===== config.mk =====
export PLATFORM = sky130hd
export DESIGN_NAME = dpd_normalise
export DESIGN_NICKNAME = d
export VERILOG_FILES = /design/src/rtl/dpd_pkg.sv /design/src/rtl/dpd_normalise.sv
export SDC_FILE = /design/constraint.sdc
export NUM_CORES = 2
export LEC_CHECK = 0
export ABC_AREA = 1
export BUFFER_PORTS_ARGS = -buffer_cell sky130_fd_sc_hd__buf_4
export CAP_MARGIN = 20
export CORE_MARGIN = 5
export CORE_UTILIZATION = 65
export DETAILED_ROUTE_END_ITERATION = 10
export PLACE_DENSITY = 0.85
export SYNTH_ARGS = -nofsm -noshare
export SYNTH_HDL_FRONTEND = slang
export SYNTH_SLANG_ARGS = --single-unit

===== constraint.sdc =====
create_clock -name clk -period 16.1 [get_ports clk]
set_clock_uncertainty 0.05 [all_clocks]
set_input_delay 1.61 -clock clk [delete_from_list [all_inputs] [get_ports clk]]
set_output_delay 1.61 -clock clk [all_outputs]
set_load 0.02 [all_outputs]

===== src/rtl/dpd_pkg.sv =====
// Shared types, widths and register codes for the depth pixel deprojection core.
package dpd_pkg;

  // Fixed field and datapath widths
  localparam int NORM_W  = 42;  // normalised coordinate, Q.24, unclamped
  localparam int U_W     = 44;  // corrected coordinate, Q.24
  localparam int CL_W    = 27;  // clamped coordinate, Q.24 within [-2, +2]
  localparam int TS_W    = 33;  // sum of the two rounded tangential terms
  localparam int POINT_W = 19;  // point_x and point_y
  localparam int Z_W     = 16;  // point_z

  // Register port
  localparam int ADDR_W  = 6;
  localparam int DATA_W  = 64;
  localparam int INDEX_W = ADDR_W - 3;

  localparam logic [INDEX_W-1:0] REG_PRINCIPAL  = 3'd0;
  localparam logic [INDEX_W-1:0] REG_INV_FX     = 3'd1;
  localparam logic [INDEX_W-1:0] REG_INV_FY     = 3'd2;
  localparam logic [INDEX_W-1:0] REG_RADIAL     = 3'd3;
  localparam logic [INDEX_W-1:0] REG_TANGENTIAL = 3'd4;
  localparam logic [INDEX_W-1:0] REG_MODE       = 3'd5;

  localparam logic [POINT_W-1:0] POINT_LIMIT = 19'd262143;

  typedef struct packed {
    logic [31:0] principal_point;
    logic [31:0] inverse_focal_x;
    logic [31:0] inverse_focal_y;
    logic [47:0] radial_coeffs;
    logic [31:0] tangential_coeffs;
    logic        distortion_mode;
  } cfg_t;

  typedef struct packed {
    logic signed [NORM_W-1:0] x;
    logic signed [NORM_W-1:0] y;
  } norm_t;

  typedef struct packed {
    logic signed [U_W-1:0] x;
    logic signed [U_W-1:0] y;
  } upoint_t;

endpackage


===== src/rtl/dpd_normalise.sv =====
// Pixel normalisation: subtract the principal point and scale by the inverse focal length.
module dpd_normalise #(
  parameter int PIXEL_BITS = 12,
  parameter int DEPTH_BITS = 16
) (
  input  logic                  clk,
  input  logic                  rst,
  input  logic                  in_valid,
  output logic                  in_stall,
  input  logic [PIXEL_BITS-1:0] pixel_x,
  input  logic [PIXEL_BITS-1:0] pixel_y,
  input  logic [DEPTH_BITS-1:0] depth_mm,
  input  dpd_pkg::cfg_t         cfg,
  output logic                  out_valid,
  input  logic                  out_stall,
  output dpd_pkg::norm_t        norm,
  output logic [DEPTH_BITS-1:0] depth
);
  import dpd_pkg::*;

  localparam int SHIFT_W = PIXEL_BITS + 4;
  localparam int SUB_W   = ((SHIFT_W > 16) ? SHIFT_W : 16) + 1;
  localparam int PROD_W  = SUB_W + 33;
  localparam int STAGES  = 3;
  localparam logic signed [PROD_W-1:0] HALF12 = PROD_W'(2048);

  logic [STAGES-1:0]        vld;
  logic                     en;
  logic signed [SUB_W-1:0]  dx, dy;
  logic signed [PROD_W-1:0] px_prod, py_prod;
  logic signed [PROD_W-1:0] sx, sy;
  logic [DEPTH_BITS-1:0]    dep0, dep1;

  // Advance the whole stage chain unless the last request is held
  assign en        = !(vld[STAGES-1] && out_stall);
  assign in_stall  = !en;
  assign out_valid = vld[STAGES-1];

  assign sx = px_prod + HALF12;
  assign sy = py_prod + HALF12;

  always_ff @(posedge clk) begin
    if (rst) begin
      vld <= '0;
    end else if (en) begin
      vld <= {vld[STAGES-2:0], in_valid};
    end
  end

  always_ff @(posedge clk) begin
    if (en) begin
      // Offset from the principal point in Q.4
      dx   <= $signed(SUB_W'({pixel_x, 4'b0000})) - $signed(SUB_W'(cfg.principal_point[15:0]));
      dy   <= $signed(SUB_W'({pixel_y, 4'b0000})) - $signed(SUB_W'(cfg.principal_point[31:16]));
      dep0 <= depth_mm;
      // Scale by the reciprocal focal length
      px_prod <= dx * $signed({1'b0, cfg.inverse_focal_x});
      py_prod <= dy * $signed({1'b0, cfg.inverse_focal_y});
      dep1    <= dep0;
      // Round half up into Q.24
      norm.x <= NORM_W'($signed(sx[PROD_W-1:12]));
      norm.y <= NORM_W'($signed(sy[PROD_W-1:12]));
      depth  <= dep1;
    end
  end

endmodule


==> results.md <==
* Commonest non-fill, non-tap cell in the layout: inv_1
* Cts hold-fix bufs at 0
* #FFs+latches synth at 239
* Routed WL at 125000 um
* Die area at 79500 um2
* Crit Path Max Fanout at 19
* Placeable Area at 73100 um2
* Total CTS buffers at 26
* Detailed-route via count at 38100
* Mux share of post-synthesis cell area at 0%
* Slew Viols, Final at 0
* Post-cts sizing count at 0
* WP data required at 16.39 ns
* WL met1 at 45200 um
* Tmin final at 7.00 ns
* Final hold violation count at 0
* Post-Synth XOR/XNOR Area at 2.75%
* Crit Path Category: register to register
* Clock sink total at 239
* Global-route wire length before repair at 205000 um
* Inserted Diodes at 0
* CTS tree: done
* CTS clk-pin slew, worst paths at 0.06 ns
* Final std cells w/o fill at 6988
* Drt pass-1 iters at 6
* Sum Neg Setup Slack at 0 ns
* GRT Residual Overflow at 0
* Setup-failing EPs final at 0
* Sequential area share after synthesis at 14.9%
* Max-Cap Viols at 0
* ANT nets after route at 0
* Cell Chain, Critical Path: inv_1 > buf_4 > nor2_1 > fa_1 > fa_1 > fa_1 > fa_1 > fa_1 > inv_1 > fa_1 > inv_1 > ha_1 > nand2_1 > nor2_1 > inv_1 > nor2_1 > inv_1 > nor3_1 > nand4_1 > nand4_1 > nand2_1
* Synth Area in Simple Gates at 17.3%
* Number of synthesized flops with an enable pin at 236
* Slowest-stage cell, CP: edfxtp_1
* Final Util at 70.1%
* Netlist cell types at 46
* Routed vias/inst at 5.45
* Clk_lat worst skew at 0.59 ns
* Status: complete, no violations
* Post-Synth Adder-Cell Area at 46.1%
* RSZ-0062 raised after global routing: no
* Synth Cell Area at 48100 um2
* DRC viols at 0
* Ys Warns at 0
* Post-route clock period utilization at 43.5%
* Largest family of logic cells by synthesized area: adder cells
* GPL Wtd Cong at 0.965
* Setup bufs post-CTS at 0
* Mapped Cells at 5942
* Slew @ Worst Pin at 1.04 ns
* Hpwl dp at 100000 um
* Hold Path Class: register to register
* GRT Total Usage at 32.3%
* Syn Area/Cell at 8.09 um2
* CP dominant cell by count: fa_1
* CP peak stage delay at 0.64 ns
* Fmax at 0.143 GHz
* Slew Limit Headroom at 30.5%
* DIE HEIGHT at 282 um
* Ys async rst share at 0%
* Per-cell routed wire length at 17.9 um
* Post-synth net total at 7395
* Synthesis-to-finish area growth at 6.67%
* Most frequent cells in the layout: inv_1 (1750), nand2_1 (1486), fa_1 (896)
* PortBufs at 241
* Vias in the first global route at 41000
* CP Launch Type: register
* Worst Path Arrival at 7.28 ns
* Share of cells above drive strength 1 at 6.47%
* Initial antenna violation count at 1
* Synth Area in Compound Gates at 3.35%
* Metal2 WL at 61900 um
* Clk buf depth at 3
* Starting Density at 65.7%
* IO Pins at 323
* Inst Count DP at 6941
* Die X at 282 um
* Highest metal used: met5
* Met3 wire len at 11500 um
* NumNets Final at 7463
* Top FF cell, synth: edfxtp_1
* Root Buffer: clkbuf_16
* Worst setup EP type: register
* Initial drt markers at 3170
* H-tree depth at 1
* Num rows at 99
* Largest net degree at the start of global routing at 178
[through the flow]
step / area (um2) / setup WS, ns / hold WS (ns)
2_1_floorplan: 48100 / 6.59 / 0.350
3_3_place_gp: 50400 / 8.82 / 0.351
3_5_place_dp: 50400 / 8.74 / 0.355
4_1_cts: 51300 / 9.31 / 0.371
5_1_grt: 51300 / 8.94 / 0.376
6_report: 51300 / 9.10 / 0.369
[metal layers]
layer | global-route usage [%] | up-vias
met5 | 0 | -
met4 | 14.9 | 2
met3 | 5.89 | 502
met2 | 55.3 | 2025
met1 | 40.1 | 18400
li1 | - | 17200
[path summary, 6_finish.rpt]
check	start	to	cells after the start	slack, ns
worst max-delay path	dx[16]$_DFFE_PN_	px_prod[37]$_DFFE_PN_	21	9.10
worst min register to register	dep1[10]$_DFFE_PN_	depth[10]$_DFFE_PN_	0	0.37
worst max register to register	dx[16]$_DFFE_PN_	px_prod[37]$_DFFE_PN_	21	9.10
worst min-delay path	dep1[10]$_DFFE_PN_	depth[10]$_DFFE_PN_	0	0.37
[synthesized netlist by cell type, types with 4 or more instances]
library cell / count / share of area [%]
a21oi_1: 156 / 1.6
nand3_1: 86 / 0.90
o21bai_1: 12 / 0.19
xnor2_1: 37 / 0.67
xor2_1: 114 / 2.1
a21o_1: 15 / 0.23
clkbuf_1: 228 / 1.8
nor2_4: 11 / 0.26
nand2_1: 1487 / 12
or2_2: 17 / 0.22
nor3_1: 39 / 0.41
inv_1: 1750 / 14
edfxtp_1: 236 / 15
fa_1: 896 / 37
nor4_1: 6 / 0.078
ha_1: 336 / 8.7
a31oi_1: 4 / 0.052
a21boi_0: 7 / 0.11
nor2_2: 5 / 0.065
o21ai_0: 76 / 0.79
nor2_1: 297 / 2.3
o21a_1: 9 / 0.14
nand2_2: 11 / 0.14
nor3_2: 4 / 0.083
nand3_2: 6 / 0.12
nand4_1: 49 / 0.64
buf_4: 8 / 0.12
[final cells by class]
cell class,count,area (um2)
multi-input combinational,3715,33400
fill,5540,21800
sequential,239,7150
inverter,1752,6580
timing repair buffer,276,2080
tap,959,1200
clock buffer,34,711
clock inverter,13,116
[critical path: cells and delay by family, from the launching register on]
kind          cells  cell delay [ns]
fa+ha+maj         7             3.43
buf+inv           6             1.13
flops             1             0.64
simple gates      8             1.48
[cells by family after synthesis]
| family | after synthesis |
|---|---|
| simple gates | 2039 |
| fa+ha+maj | 1232 |
| buf+inv | 1988 |
| flops | 239 |
| xor+xnor | 151 |
| compound gates | 293 |
[sequential cells by signal, indices dropped and copies added, names as in the netlist]
register / cells
dy: 17
py_prod: 39
px_prod: 39
dep1: 16
norm: 76
depth: 16
dep0: 16
dx: 17
vld: 3
Power is left out: the tool's default activity adds up to more than one toggle a clock period on the data nets, which glitch-free logic cannot reach.
