[config.mk]
export PLATFORM = sky130hd
export DESIGN_NAME = dpd_scale
export DESIGN_NICKNAME = d
export VERILOG_FILES = /design/src/rtl/dpd_pkg.sv /design/src/rtl/dpd_scale.sv
export SDC_FILE = /design/constraint.sdc
export NUM_CORES = 2
export LEC_CHECK = 0
export ABC_AREA = 1
export BUFFER_PORTS_ARGS = -buffer_cell sky130_fd_sc_hd__buf_4
export CORE_UTILIZATION = 50
export CTS_CLUSTER_SIZE = 12
export DETAILED_ROUTE_END_ITERATION = 6
export PLACE_DENSITY = 0.69
export REMOVE_ABC_BUFFERS = 1
export SLEW_MARGIN = 25
export SYNTH_ARGS = -nofsm -noshare
export SYNTH_HDL_FRONTEND = slang
export SYNTH_SLANG_ARGS = --single-unit
[constraint.sdc]
create_clock -name clk -period 10.98 [get_ports clk]
set_input_delay 2.196 -clock clk [delete_from_list [all_inputs] [get_ports clk]]
set_output_delay 2.196 -clock clk [all_outputs]
set_load 0.02 [all_outputs]
[src/rtl/dpd_pkg.sv]
// Shared types, widths and register codes for the depth pixel deprojection core.
package dpd_pkg;

  // Fixed field and datapath widths
  localparam int NORM_W  = 42;  // normalised coordinate, Q.24, unclamped
  localparam int U_W     = 44;  // corrected coordinate, Q.24
  localparam int CL_W    = 27;  // clamped coordinate, Q.24 within [-2, +2]
  localparam int TS_W    = 33;  // sum of the two rounded tangential terms
  localparam int POINT_W = 19;  // point_x and point_y
  localparam int Z_W     = 16;  // point_z

  // Register port
  localparam int ADDR_W  = 6;
  localparam int DATA_W  = 64;
  localparam int INDEX_W = ADDR_W - 3;

  localparam logic [INDEX_W-1:0] REG_PRINCIPAL  = 3'd0;
  localparam logic [INDEX_W-1:0] REG_INV_FX     = 3'd1;
  localparam logic [INDEX_W-1:0] REG_INV_FY     = 3'd2;
  localparam logic [INDEX_W-1:0] REG_RADIAL     = 3'd3;
  localparam logic [INDEX_W-1:0] REG_TANGENTIAL = 3'd4;
  localparam logic [INDEX_W-1:0] REG_MODE       = 3'd5;

  localparam logic [POINT_W-1:0] POINT_LIMIT = 19'd262143;

  typedef struct packed {
    logic [31:0] principal_point;
    logic [31:0] inverse_focal_x;
    logic [31:0] inverse_focal_y;
    logic [47:0] radial_coeffs;
    logic [31:0] tangential_coeffs;
    logic        distortion_mode;
  } cfg_t;

  typedef struct packed {
    logic signed [NORM_W-1:0] x;
    logic signed [NORM_W-1:0] y;
  } norm_t;

  typedef struct packed {
    logic signed [U_W-1:0] x;
    logic signed [U_W-1:0] y;
  } upoint_t;

endpackage

[src/rtl/dpd_scale.sv]
// Depth scaling, rounding and saturation of the camera-space point.
module dpd_scale #(
  parameter int DEPTH_BITS = 16
) (
  input  logic                               clk,
  input  logic                               rst,
  input  logic                               in_valid,
  output logic                               in_stall,
  input  dpd_pkg::upoint_t                   upt,
  input  logic [DEPTH_BITS-1:0]              depth_in,
  output logic                               out_valid,
  input  logic                               out_stall,
  output logic signed [dpd_pkg::POINT_W-1:0] point_x,
  output logic signed [dpd_pkg::POINT_W-1:0] point_y,
  output logic [dpd_pkg::Z_W-1:0]            point_z
);
  import dpd_pkg::*;

  localparam int STAGES = 3;
  localparam int MAG_W  = U_W - 1;
  localparam int LO_W   = 22;
  localparam int HI_W   = MAG_W - LO_W;
  localparam int SUM_W  = DEPTH_BITS + MAG_W + 1;
  localparam logic [MAG_W-1:0] MAG_LIMIT = MAG_W'(1) << (MAG_W - 1);
  localparam logic [SUM_W-1:0] HALF24    = SUM_W'(1) << 23;

  logic [STAGES-1:0]            vld;
  logic                         en;
  logic [U_W-1:0]               magx, magy;
  logic [MAG_W-1:0]             mx, my;
  logic                         negx0, negy0, negx1, negy1;
  logic [DEPTH_BITS-1:0]        dep0, dep1;
  logic [DEPTH_BITS+LO_W-1:0]   plx, ply;
  logic [DEPTH_BITS+HI_W-1:0]   phx, phy;
  logic [SUM_W-1:0]             sx, sy;
  logic [SUM_W-25:0]            qx, qy;
  logic [POINT_W-1:0]           qsx, qsy;

  assign en        = !(vld[STAGES-1] && out_stall);
  assign in_stall  = !en;
  assign out_valid = vld[STAGES-1];

  // Magnitudes; anything beyond the limit saturates for every non-zero depth
  assign magx = upt.x[U_W-1] ? U_W'(-upt.x) : U_W'(upt.x);
  assign magy = upt.y[U_W-1] ? U_W'(-upt.y) : U_W'(upt.y);

  // Recombine the partial products and round half away from zero
  assign sx  = SUM_W'(plx) + (SUM_W'(phx) << LO_W) + HALF24;
  assign sy  = SUM_W'(ply) + (SUM_W'(phy) << LO_W) + HALF24;
  assign qx  = sx[SUM_W-1:24];
  assign qy  = sy[SUM_W-1:24];
  assign qsx = (qx > POINT_LIMIT) ? POINT_LIMIT : qx[POINT_W-1:0];
  assign qsy = (qy > POINT_LIMIT) ? POINT_LIMIT : qy[POINT_W-1:0];

  always_ff @(posedge clk) begin
    if (rst) begin
      vld <= '0;
    end else if (en) begin
      vld <= {vld[STAGES-2:0], in_valid};
    end
  end

  always_ff @(posedge clk) begin
    if (en) begin
      mx    <= (magx > U_W'(MAG_LIMIT)) ? MAG_LIMIT : magx[MAG_W-1:0];
      my    <= (magy > U_W'(MAG_LIMIT)) ? MAG_LIMIT : magy[MAG_W-1:0];
      negx0 <= upt.x[U_W-1];
      negy0 <= upt.y[U_W-1];
      dep0  <= depth_in;

      // Depth times magnitude as two narrow partial products
      plx   <= dep0 * mx[LO_W-1:0];
      phx   <= dep0 * mx[MAG_W-1:LO_W];
      ply   <= dep0 * my[LO_W-1:0];
      phy   <= dep0 * my[MAG_W-1:LO_W];
      negx1 <= negx0;
      negy1 <= negy0;
      dep1  <= dep0;

      // Output register: restore the sign
      point_x <= negx1 ? POINT_W'(-qsx) : qsx;
      point_y <= negy1 ? POINT_W'(-qsy) : qsy;
      point_z <= Z_W'(dep1);
    end
  end

endmodule
==> run_results.csv <==
group,metric,value,unit
sta,rsz0062_at_grt,"no",
clock_network,ctsHtreeMaxLevel,2,
global_route,grt_pass1_vias,53612,
routing,dr.pass1.iters,6,
worst_setup_path,path_class,"register to register",
sta,max_freq,128,MHz
logic_synthesis,yosys-top-cells-area,"fa_1 34%, inv_1 14%, edfxtp_1 13%",
routing,wirelength,173000,um
sta,hold_viol_final,0,
worst_setup_path,worstSetupStartpointType,"register",
worst_setup_path,crit_fanout,71,
power_and_ir_drop,p_leak,37.9,nW
sta,finalSetupViolCount,0,
logic_synthesis,synth_cell_types,65,
placement,placed_cell_area,0.0656,mm^2
flow_run,drv_cap,0,
floorplan,fp.dieW,358,um
logic_synthesis,yosys_warnings,0,
power_and_ir_drop,power_frac_comb,82.0,%
power_and_ir_drop,clockPowerShare,6.3,%
power_and_ir_drop,powerDensity,311,mW/mm^2
clock_network,cts_resized,0,
worst_setup_path,rr_endpoint,"phx[26]",
power_and_ir_drop,internal_power,8.99,mW
routing,drt_iter0_drc,3733,
placement,globalplace.congestion,0.981,
final_layout,fin_util,53.3,%
clock_network,clkLatencyLatePin,0.61,ns
sta,tns,0,ns
placement,io_buffers,163,
final_layout,mostFrequentLayoutCells,"2320 x inv_1, 2122 x nand2_1, 1084 x fa_1",
power_and_ir_drop,switching_share,56.8,%
global_route,grt_pass1_wl,280000,um
floorplan,row_count,130,
clock_network,numCtsBuffers,39,
hold_path,hold_path_depth,0,
floorplan,die_height,358,um
sta,slew_headroom,31.5,%
hold_path,hold_class,"register to register",
clock_network,path_clk_slew,0.06,ns
worst_setup_path,r2r_cells,25,
logic_synthesis,async_flop_share,0,%
global_route,antenna_found_initial,16,
routing,postRouteAntennaNets,0,
clock_network,post_cts_buffers,0,
floorplan,core,0.126,mm^2
status,status,"complete, no violations",
sta,tightest_slew,1.03,ns
placement,dp_hpwl,135000,um
final_layout,finalInstanceArea,0.0669,mm^2
final_layout,layout.cells.most_common,"inv_1",
floorplan,ios,164,
final_layout,nets,9744,
clock_network,cts.sinks,285,
worst_setup_path,worstReg2RegStart,"dep0[5]",
logic_synthesis,yosysTopAreaCellShare,34.3,%
clock_network,clock_path_buffers,3,
floorplan,start_util,50.4,%
routing,drc,0,
clock_network,clock-root-buffer,"clkbuf_16",
worst_setup_path,worstPathRequired,11.31,ns
logic_synthesis,synth-main-ff-cell,"edfxtp_1",
sta,fin_crit,7.84,ns
worst_setup_path,arrival,8.17,ns
final_layout,n_fill_cell,11895,
logic_synthesis,netlist_area,0.0633,mm^2
floorplan,fp.dieArea,0.128,mm^2
logic_synthesis,synth_edf_count,282,
clock_network,cts_hold_buf,0,
power_and_ir_drop,p_seq_share,11.7,%
routing,wl_per_cell,17.7,um
sta,final_max_slew_viol_count,0,
hold_path,whs_endpoint,"point_z[2]",
logic_synthesis,synth.avg_cell_area,7.76,um^2
final_layout,syn2layout_area_growth,5.60,%
sta,finalClockSkew,0.0320,ns
sta,holdWs,0.420,ns
logic_synthesis,synth_area_leader_cell,"fa_1",
logic_synthesis,synthCells,8163,
routing,num_vias,50617,
power_and_ir_drop,p_switching,11.8,mW
worst_setup_path,r2r_setup_slack,3.14,ns
final_layout,final_layout_size_suffix_gt1_share,5.17,%
routing,viasPerCell,5.20,
global_route,grt_max_degree,88,
worst_setup_path,cp-end-kind,"register",
global_route,gr-total-overflow,0,
hold_path,hp-start,"dep1[2]",
power_and_ir_drop,peakVddDrop,374,uV
global_route,track_usage,27.9,%
logic_synthesis,synth-seq-cells,285,
logic_synthesis,synth_sequential_area_ratio,13.5,%
sta,min_period_over_period,71.4,%
clock_network,cts_tree,"built",
==> Yosys cell counts (8+ instances only) <==
library cell	number
o221ai_1	9
o21ai_1	10
a21oi_2	19
nand2_2	27
o21ai_0	102
o211ai_1	9
fa_1	1084
clkbuf_1	296
nand4_1	65
a21oi_1	205
o31ai_1	8
xnor2_1	66
nor3_1	51
nand3_1	173
ha_1	496
nand2_1	2123
inv_2	20
buf_1	45
edfxtp_1	282
nor3_2	9
a21boi_0	10
nor4_1	21
nand3_2	19
nand3b_1	11
xor2_1	170
a31oi_1	23
nor2_2	31
nor2_1	361
inv_1	2320
==> how the worst max path moves through the flow <==
stage	start	endpoint	slack, ns
6_report	dep0[5]	phx[26]	3.14
5_1_grt	dep0[5]	phx[26]	2.60
4_1_cts	dep0[5]	phx[26]	3.15
3_5_place_dp	dep0[5]	phx[26]	3.18
3_3_place_gp	dep0[5]	phx[26]	3.24
2_1_floorplan	out_stall	in_stall	-0.82
==> layer usage <==
layer | routed length (um) | vias up | GRT usage (%)
met5 | 108 | - | 0
met4 | 7210 | 18 | 10.8
met3 | 15000 | 401 | 5.58
met2 | 80900 | 2007 | 46.8
met1 | 69500 | 24694 | 35.5
li1 | - | 23497 | -
==> final cells by class <==
type / instances / area (um^2) / share of cell area [%]
antenna: 10 / 25.0 / 0.0374
clock buffer: 48 / 1030 / 1.54
clock inverter: 20 / 256 / 0.384
inverter: 2344 / 8800 / 13.2
multi-input combinational: 5178 / 44600 / 66.7
sequential: 285 / 8530 / 12.8
tap: 1650 / 2060 / 3.09
timing repair buffer: 208 / 1570 / 2.35
==> state kept, by name, summed over array words and instances, names as in the netlist, 3 cells and up <==
register  cells
point_x      19
plx          16
ply          16
vld           3
phy          37
phx          37
point_y      19
mx           43
dep1         16
dep0         16
point_z      16
my           43
==> critical path, cell delays in order (launching register included) <==
cell and delay [ns]:
edfxtp_1 0.71, buf_4 0.87, nand2_1 0.17, fa_1 0.56, inv_1 0.06, fa_1 0.49
fa_1 0.51, inv_1 0.05, fa_1 0.47, inv_1 0.05, fa_1 0.52, inv_1 0.05
fa_1 0.52, inv_1 0.04, ha_1 0.35, a21oi_1 0.15, inv_1 0.06, a31oi_1 0.13
nand2_1 0.12, a21oi_1 0.37, o21bai_1 0.15, a21oi_1 0.21, o21ai_0 0.16, a21boi_0 0.39
o21ai_0 0.18, xor2_1 0.16
==> power groups by stage <==
| stage | clock [mW] | sequential [mW] | combinational [mW] |
|---|---|---|---|
| floorplan | 0 | 2.30 | 12.7 |
| global placement | 0 | 2.45 | 16.7 |
| detailed placement | 0 | 2.45 | 16.9 |
| CTS | 1.35 | 2.44 | 17.1 |
| global route | 1.38 | 2.46 | 19.6 |
| finish | 1.31 | 2.44 | 17.0 |
==> through the flow <==
stage / instances / total power, mW / worst slack, ns
finish: 9743 / 20.8 / 3.14
global route: 9733 / 23.4 / 2.60
CTS: 9733 / 20.9 / 3.15
detailed placement: 9665 / 19.4 / 3.18
global placement: 9665 / 19.2 / 3.24
floorplan: 7807 / 15.0 / -0.819
==> cell families after synthesis <==
family                   synth area share [%]
buffers and inverters                    16.1
XOR/XNOR                                 3.26
flip-flops                               13.5
AO/OA/AOI/OAI                            4.00
AND/OR/NAND/NOR                          19.1
adder cells (fa/ha/maj)                  44.1
No activity file was read; power rests on OpenSTA's default activity.
