`src/rtl/dpd_pkg.sv`:
```
// Shared types, widths and register codes for the depth pixel deprojection core.
package dpd_pkg;

  // Fixed field and datapath widths
  localparam int NORM_W  = 42;  // normalised coordinate, Q.24, unclamped
  localparam int U_W     = 44;  // corrected coordinate, Q.24
  localparam int CL_W    = 27;  // clamped coordinate, Q.24 within [-2, +2]
  localparam int TS_W    = 33;  // sum of the two rounded tangential terms
  localparam int POINT_W = 19;  // point_x and point_y
  localparam int Z_W     = 16;  // point_z

  // Register port
  localparam int ADDR_W  = 6;
  localparam int DATA_W  = 64;
  localparam int INDEX_W = ADDR_W - 3;

  localparam logic [INDEX_W-1:0] REG_PRINCIPAL  = 3'd0;
  localparam logic [INDEX_W-1:0] REG_INV_FX     = 3'd1;
  localparam logic [INDEX_W-1:0] REG_INV_FY     = 3'd2;
  localparam logic [INDEX_W-1:0] REG_RADIAL     = 3'd3;
  localparam logic [INDEX_W-1:0] REG_TANGENTIAL = 3'd4;
  localparam logic [INDEX_W-1:0] REG_MODE       = 3'd5;

  localparam logic [POINT_W-1:0] POINT_LIMIT = 19'd262143;

  typedef struct packed {
    logic [31:0] principal_point;
    logic [31:0] inverse_focal_x;
    logic [31:0] inverse_focal_y;
    logic [47:0] radial_coeffs;
    logic [31:0] tangential_coeffs;
    logic        distortion_mode;
  } cfg_t;

  typedef struct packed {
    logic signed [NORM_W-1:0] x;
    logic signed [NORM_W-1:0] y;
  } norm_t;

  typedef struct packed {
    logic signed [U_W-1:0] x;
    logic signed [U_W-1:0] y;
  } upoint_t;

endpackage

```
`src/rtl/dpd_cfg_regs.sv`:
```
// Configuration register file behind the APB-style port.
module dpd_cfg_regs (
  input  logic                       clk,
  input  logic                       rst,
  input  logic                       psel,
  input  logic                       penable,
  input  logic                       pwrite,
  input  logic [dpd_pkg::ADDR_W-1:0] paddr,
  input  logic [dpd_pkg::DATA_W-1:0] pwdata,
  output logic [dpd_pkg::DATA_W-1:0] prdata,
  output logic                       pready,
  output dpd_pkg::cfg_t              cfg
);
  import dpd_pkg::*;

  logic               wr;
  logic [INDEX_W-1:0] idx;

  assign pready = 1'b1;
  assign wr     = psel && penable && pwrite;
  assign idx    = paddr[ADDR_W-1:3];

  // Write the addressed register on the access cycle
  always_ff @(posedge clk) begin
    if (rst) begin
      cfg <= '0;
    end else if (wr) begin
      unique case (idx)
        REG_PRINCIPAL:  cfg.principal_point   <= pwdata[31:0];
        REG_INV_FX:     cfg.inverse_focal_x   <= pwdata[31:0];
        REG_INV_FY:     cfg.inverse_focal_y   <= pwdata[31:0];
        REG_RADIAL:     cfg.radial_coeffs     <= pwdata[47:0];
        REG_TANGENTIAL: cfg.tangential_coeffs <= pwdata[31:0];
        REG_MODE:       cfg.distortion_mode   <= pwdata[0];
        default: ;
      endcase
    end
  end

  // Return the addressed register
  always_comb begin
    unique case (idx)
      REG_PRINCIPAL:  prdata = {32'd0, cfg.principal_point};
      REG_INV_FX:     prdata = {32'd0, cfg.inverse_focal_x};
      REG_INV_FY:     prdata = {32'd0, cfg.inverse_focal_y};
      REG_RADIAL:     prdata = {16'd0, cfg.radial_coeffs};
      REG_TANGENTIAL: prdata = {32'd0, cfg.tangential_coeffs};
      REG_MODE:       prdata = {63'd0, cfg.distortion_mode};
      default:        prdata = '0;
    endcase
  end

endmodule

```
`config.mk`:
```
export PLATFORM = sky130hd
export DESIGN_NAME = dpd_cfg_regs
export DESIGN_NICKNAME = d
export VERILOG_FILES = /design/src/rtl/dpd_pkg.sv /design/src/rtl/dpd_cfg_regs.sv
export SDC_FILE = /design/constraint.sdc
export NUM_CORES = 1
export LEC_CHECK = 0
export ABC_AREA = 1
export BUFFER_PORTS_ARGS = -buffer_cell sky130_fd_sc_hd__buf_2
export CAP_MARGIN = 10
export CORE_AREA = 2 2 129 131
export CTS_BUF_LIST = sky130_fd_sc_hd__clkbuf_4
export DETAILED_ROUTE_END_ITERATION = 10
export DIE_AREA = 0 0 131 133
export PLACE_DENSITY = 0.88
export SYNTH_ARGS = -nofsm -noshare
export SYNTH_HDL_FRONTEND = slang
export SYNTH_SLANG_ARGS = --single-unit
```
`constraint.sdc`:
```
create_clock -name clk -period 2.09 [get_ports clk]
set_clock_uncertainty 0.05 [all_clocks]
set_input_delay 0.1045 -clock clk [delete_from_list [all_inputs] [get_ports clk]]
set_output_delay 0.1045 -clock clk [all_outputs]
set_load 0.01 [all_outputs]
```
==> results of run 1 <==
## tightest hold or removal path, stage by stage
cell	delay [ps]
buf_2	220
nor2_4	110
nand3_1	70
nand2_1	40
nor2_1	70
## worst max path at each step
stage / start / endpoint / slack, ps / cells past startpoint
floorplan: paddr[5] / prdata[10] / 800 / 8
global placement: paddr[3] / prdata[26] / 470 / 10
detailed placement: paddr[5] / prdata[21] / 430 / 10
CTS: paddr[5] / prdata[21] / 440 / 10
global route: paddr[5] / prdata[22] / 310 / 10
finish: paddr[5] / prdata[25] / 420 / 10
## final cells by class
cell class | instances | share of cell area, %
Inverter | 132 | 4.47
Timing Repair Buffer | 367 | 20.4
Tap cell | 220 | 2.46
Clock inverter | 11 | 1.24
Multi-Input combinational cell | 1038 | 38.4
Antenna cell | 2 | 0.0447
Clock buffer | 21 | 1.41
Sequential cell | 177 | 31.6
## cells by family (layout without fill, tap and decap cells)
logic type      after synthesis  after routing  share of synthesized area [%]
other cells                   2             19                         0.0848
flops                       177            177                           40.0
simple gates               1007           1007                           46.7
compound gates               14             14                          0.791
buf+inv                     244            531                           12.4
## placed cells by master (no fill, tap or decap)
master / n
nor2_1: 448
nand2_1: 349
buf_2: 280
dfxtp_1: 177
nand3_1: 162
inv_1: 128
dlygate4sd3_1: 51
nand4_1: 35
buf_4: 28
clkbuf_4: 21
conb_1: 17
a21oi_1: 14
nor2_4: 10
buf_12: 8
clkinvlp_4: 4
bufinv_16: 3
clkinv_2: 3
diode_2: 2
inv_2: 2
inv_4: 2
nand2_2: 1
nand3_4: 1
nand3_2: 1
clkinv_1: 1
## through the flow
stage               power [uW]  hold slack (ps)  instance area [um^2]  worst slack, ps
detailed placement        4200              352                 10400              434
finish                    6280             49.1                 11200              419
CTS                       6290             8.43                 11200              435
global route              6500             38.5                 11200              315
floorplan                 3970              247                  8910              804
global placement          4190              346                 10400              475
## metal layers
metal | part of all wire, % | wire length, um | vias up
li1 | - | - | 4940
met1 | 38 | 11200 | 4489
met2 | 47 | 13900 | 580
met3 | 11 | 3110 | 112
met4 | 4.3 | 1260 | 0
met5 | 0 | 0 | -
## power by group
part | switching (uW) | internal, uW | total (uW)
combinational | 500 | 277 | 777
clock | 1180 | 872 | 2050
sequential | 32.7 | 3420 | 3450
total | 1710 | 4570 | 6280
==> impl_results.md, run 1 <==
- DR DRC count: 0
- Initial antenna violation count: 2
- CTS tree: done
- Min Tclk post-route: ~1700 ps
- Final Cycle Share: approximately four fifths
- CP Cell Sequence: buf_2 > inv_2 > buf_4 > nor2_4 > buf_12 > nand2_1 > nand2_1 > inv_1 > nand2_1 > buf_2
- First-pass iteration count of the detailed router: 6
- Core area: around 16,000 um^2
- Layout area overhead: 26.5%
- Cell with the most instances after synthesis: nor2_1
- R2r startpoint: cfg[99]
- Post-synth top area share: between 40 and 50%
- Synth Register Bits: 177
- Biggest register: cfg
- Inserted Clock Buffers: 17
- Most used DFF post-synth: dfxtp_1
- DRT antenna net count: 0
- TritonCTS Sinks: roughly 180
- Required @ worst endpoint: a little under 2000 ps
- YS warnings: 0
- Worst-path clk slew: 140 ps
- Worst endpoint data arrival time: 1520 ps
- Starting Density: a little over half
- Final cell count without fillers: just under 2,000
- Reg2reg end: cfg[99]
- GRT Util Overall: roughly 33%
- H-tree depth: 4
- Ports: 317
- Setup TNS: 0 ps
- First DRT Iteration DRCs: 923
- Number of global-route vias before repair: between 9,000 and 10,000
- PwrDens: 561 nW/um^2
- CP bufs+invs: 6
- Sequential fraction of the synthesis area: between 40% and 50%
- Leak: roughly 0.0057 uW
- Final Slew Violations: 0
- Final core utilization: between 60 and 70%
- Setup-failing EPs final: 0
- CTS Hold Bufs: 51
- Register Area: roughly 3500 um^2
- Die ar.: about 17,000 um^2
- Post-synthesis cell count: ~1,400
- GR peak layer: met2
- HP Class: input port to register
- Slowest stage delay, CP: 270 ps
- Placed instance count: approximately 1,900
- CP top delay family: buffers and inverters
- Post-Syn Area: around 9000 um^2
- Layout Nets: about 1,800
- GP Congestion: ~0.85
- Clk_lat worst skew: around 550 ps
- Hold Path Origin: paddr[5]
- Post-DR wirelength/cell: between 10 and 15 um
- Largest net degree at the start of global routing: 67
- Slowest CP cell: buf_12
- Root Driver: clkbuf_4
- Share of layout cells above drive strength 1: between 20% and 30%
- DR vias/cell: 5.14
- Met1 usage: between 30% and 40%
- R2R setup slack: 1390 ps
- Unrepaired setup endpoints after global routing: no
- Top post-synthesis cells by area: dfxtp_1, nor2_1, nand2_1, nand3_1, inv_1
- Final Hold Violating Endpoints: 0
- Synth area leader: dfxtp_1
- Post-DP HPWL: 18.8 mm
- CP Launch Type: input port
- Biggest regs: cfg: 177 flops
- Status: completed
- Most frequent CP cell: nand2_1
- Post-CTS Resized: 0
- Max IR drop VDD: 0.000334 V
- Wire length of the first global-routing pass: between 40 and 50 mm
- Post-CTS Setup Repair Bufs: 0
- Std cell rows: 47
- GR Overflow Total: 0
- Syn Area/Cell: just over 6 um^2
- Critical path class: input port to primary output
- Netlist cell types: 20
- Clock Tree Buf Depth: 2
- EDFF count, synth: 0
- Synth top cells by count: nor2_1, nand2_1, dfxtp_1
- FMAX: around 600 MHz
- Max reg flops: between 150 and 200
- Met2 Track Usage GR: ~55%
- DIE WIDTH: 131 um
- Vias: around 10,000
- Fillers: ~1,400
- Final WL: about 29 mm
- Worst Hold End: cfg[159]
- Crit path capture type: primary output
- Peak fanout along the critical path: 46
- Max-cap violations: 0
- Worst reg-to-reg path cell count: 2
- Hold Path Cell Cnt: 5
- Multi-input logic area: around 4300 um^2
- Die height: 133 um
- Post-synth ARST share: 0%
- Port bufs: 280
- Met3 usage: about 10%
Note: power is estimated with default switching activity, not from simulation.
==> run 2, diff against run 1 <==
- CORE_AREA: 2 2 129 131 -> 2 2 134 136
- DIE_AREA: 0 0 131 133 -> 0 0 136 138
- PLACE_DENSITY: 0.88 -> 0.82
- clock period: 2.09 -> 1.65 ns (I/O delays scaled with it)
==> impl_results.md, run 2 (same netlist as run 1, synthesis figures left out) <==
- Status: completed
- Sw frac: between 20% and 30%
- Root Driver: clkbuf_4
- Final Cycle Share: 93.8%
- Most frequent CP cell: nand2_1
- Port bufs: 280
- GRT Util Overall: slightly above 30%
- Post-DP HPWL: approximately 19 mm
- H-tree depth: 4
- First DRT Iteration DRCs: between 700 and 800
- Max-cap violations: 0
- Final Hold Violating Endpoints: 0
- Comb pwr share: 12.3%
- CP Cell Sequence: nand3_1 > nand2_1 > nor2_1 > nand2_1 > buf_2
- Critical path class: register to primary output
- Most common cell after layout, fill and taps aside: nor2_1
- DR vias/cell: about 5.0
- Fillers: approximately 1,600
- Slowest stage delay, CP: approximately 370 ps
- DRT antenna net count: 0
- Largest net degree at the start of global routing: 83
- Setup-failing EPs final: 0
- HP Class: input port to register
- Hold Path Origin: paddr[5]
- Crit path capture type: primary output
- Placed instance count: roughly 1,900
- FMAX: approximately 650 MHz
- CP Launch Type: register
- Clk_lat worst skew: ~550 ps
- Biggest register: cfg
- Core area: ~18,000 um^2
- Worst endpoint data arrival time: roughly 1400 ps
- Ports: between 300 and 400
- Vias: between 9,000 and 10,000
- CP top delay family: flip-flops
- Peak fanout along the critical path: 3
- Std cell rows: 49
- Unrepaired setup endpoints after global routing: yes
- Worst-path clk slew: roughly 170 ps
- Share of layout cells above drive strength 1: 21.9%
- Number of global-route vias before repair: ~9,100
- Required @ worst endpoint: between 1500 and 2000 ps
- Sw power: ~2300 uW
- Slowest CP cell: dfxtp_1
- Starting Density: between 50% and 60%
- Post-CTS Setup Repair Bufs: 0
- Worst Hold End: cfg[0]
- TritonCTS Sinks: ~180
- Min Tclk post-route: about 1500 ps
- Final Slew Violations: 0
- Final Power: around 8000 uW
- Die height: about 140 um
- CTS tree: done
- Flop pwr share: a little over half
- First-pass iteration count of the detailed router: 5
- Final WL: a little under 30 mm
- GR Overflow Total: 0
- Initial antenna violation count: 2
- DIE WIDTH: 136 um
- PwrDens: roughly 710 nW/um^2
- R2r startpoint: cfg[143]
- Leak: around 0.0058 uW
- Die ar.: 18,800 um^2
- Reg2reg end: cfg[143]
- Layout area overhead: 28.3%
- Max reg flops: 177
- Clock Tree Buf Depth: 2
- Internal Power: ~5800 uW
- Wire length of the first global-routing pass: around 46 mm
- Hold Path Cell Cnt: 6
- Worst reg-to-reg path cell count: 2
- R2R setup slack: 960 ps
- Biggest regs: cfg: 177 flops
- Max IR drop VDD: around 0.0005 V
- Final cell count without fillers: ~2,000
- Layout Nets: 1,814
- Most frequent cells in the layout: nor2_1, nand2_1, buf_2
- Inserted Clock Buffers: 17
- Clock power frac: 33.4%
- CP bufs+invs: 1
- GP Congestion: 0.842
- DR DRC count: 0
- Post-DR wirelength/cell: ~15 um
==> run 2: changes by cell type in the layout (fill, tap and decap cells not counted), moves of 2 or more <==
cell      change
nor2_1        -5
nor2_2        +5
buf_12        +6
dfxtp_1       -8
clkinv_2      -2
dfxtp_2       +8
clkbuf_4      -4
inv_6         +4
==> run 2: area by class of cell <==
class,instances,area (um^2),share of cell area [%]
diodes,2,5.00,0.0440
inverters,132,500,4.40
multi-input cells,1038,4310,38.0
flip-flops and latches,177,3550,31.3
well taps,229,287,2.52
clock buffers,17,128,1.12
clock inverters,15,180,1.59
repair buffers,373,2400,21.1
==> run 2: worst max path at each step <==
stage,depth (start not counted),end,slack (ps),from
after floorplan,8,prdata[10],410,paddr[5]
after global placement,11,prdata[0],170,paddr[4]
after detailed placement,11,prdata[0],150,paddr[4]
after CTS,5,prdata[21],40,cfg[166]
after global routing,5,prdata[1],-4,cfg[114]
final,5,prdata[23],100,cfg[168]
==> run 2: worst reg2reg max path, cell delays in order, from the launching register on <==
cell     delay [ps]
dfxtp_1         390
nor2_1           60
nor2_1          120
==> run 2: layer usage <==
| layer | part of all wire (%) | vias up | wire length [um] | GRT usage, % |
|---|---|---|---|---|
| li1 | - | 4946 | - | - |
| met1 | 40 | 4409 | 11500 | 38.3 |
| met2 | 48 | 485 | 13900 | 51.2 |
| met3 | 9.3 | 57 | 2710 | 6.60 |
| met4 | 3.0 | 0 | 860 | 11.6 |
| met5 | 0 | - | 0 | 0 |
==> run 2: metrics by stage <==
stage | utilization, % | area, um^2 | hold slack [ps] | setup TNS [ps] | worst slack (ps)
global route | 64.8 | 11400 | 65.2 | -3.61 | -3.61
CTS | 64.7 | 11300 | 15.6 | 0 | 44.9
global placement | 60.1 | 10500 | 322 | 0 | 171
detailed placement | 60.1 | 10500 | 333 | 0 | 149
floorplan | - | 8910 | 225 | 0 | 408
finish | 64.8 | 11400 | 64.5 | 0 | 102
==> run 2: power groups by stage <==
stage	clock network, uW	logic [uW]	registers (uW)
4_1_cts	2720	976	4370
3_3_place_gp	0	870	4460
2_1_floorplan	0	542	4490
6_report	2690	992	4370
3_5_place_dp	0	882	4460
5_1_grt	2890	1090	4380
==> run 2: timing repair <==
item	CTS	global route
endpoints found under the setup margin	0	9
hold buffers	50	0
endpoints found under the hold margin	177	0
resized for setup	0	13
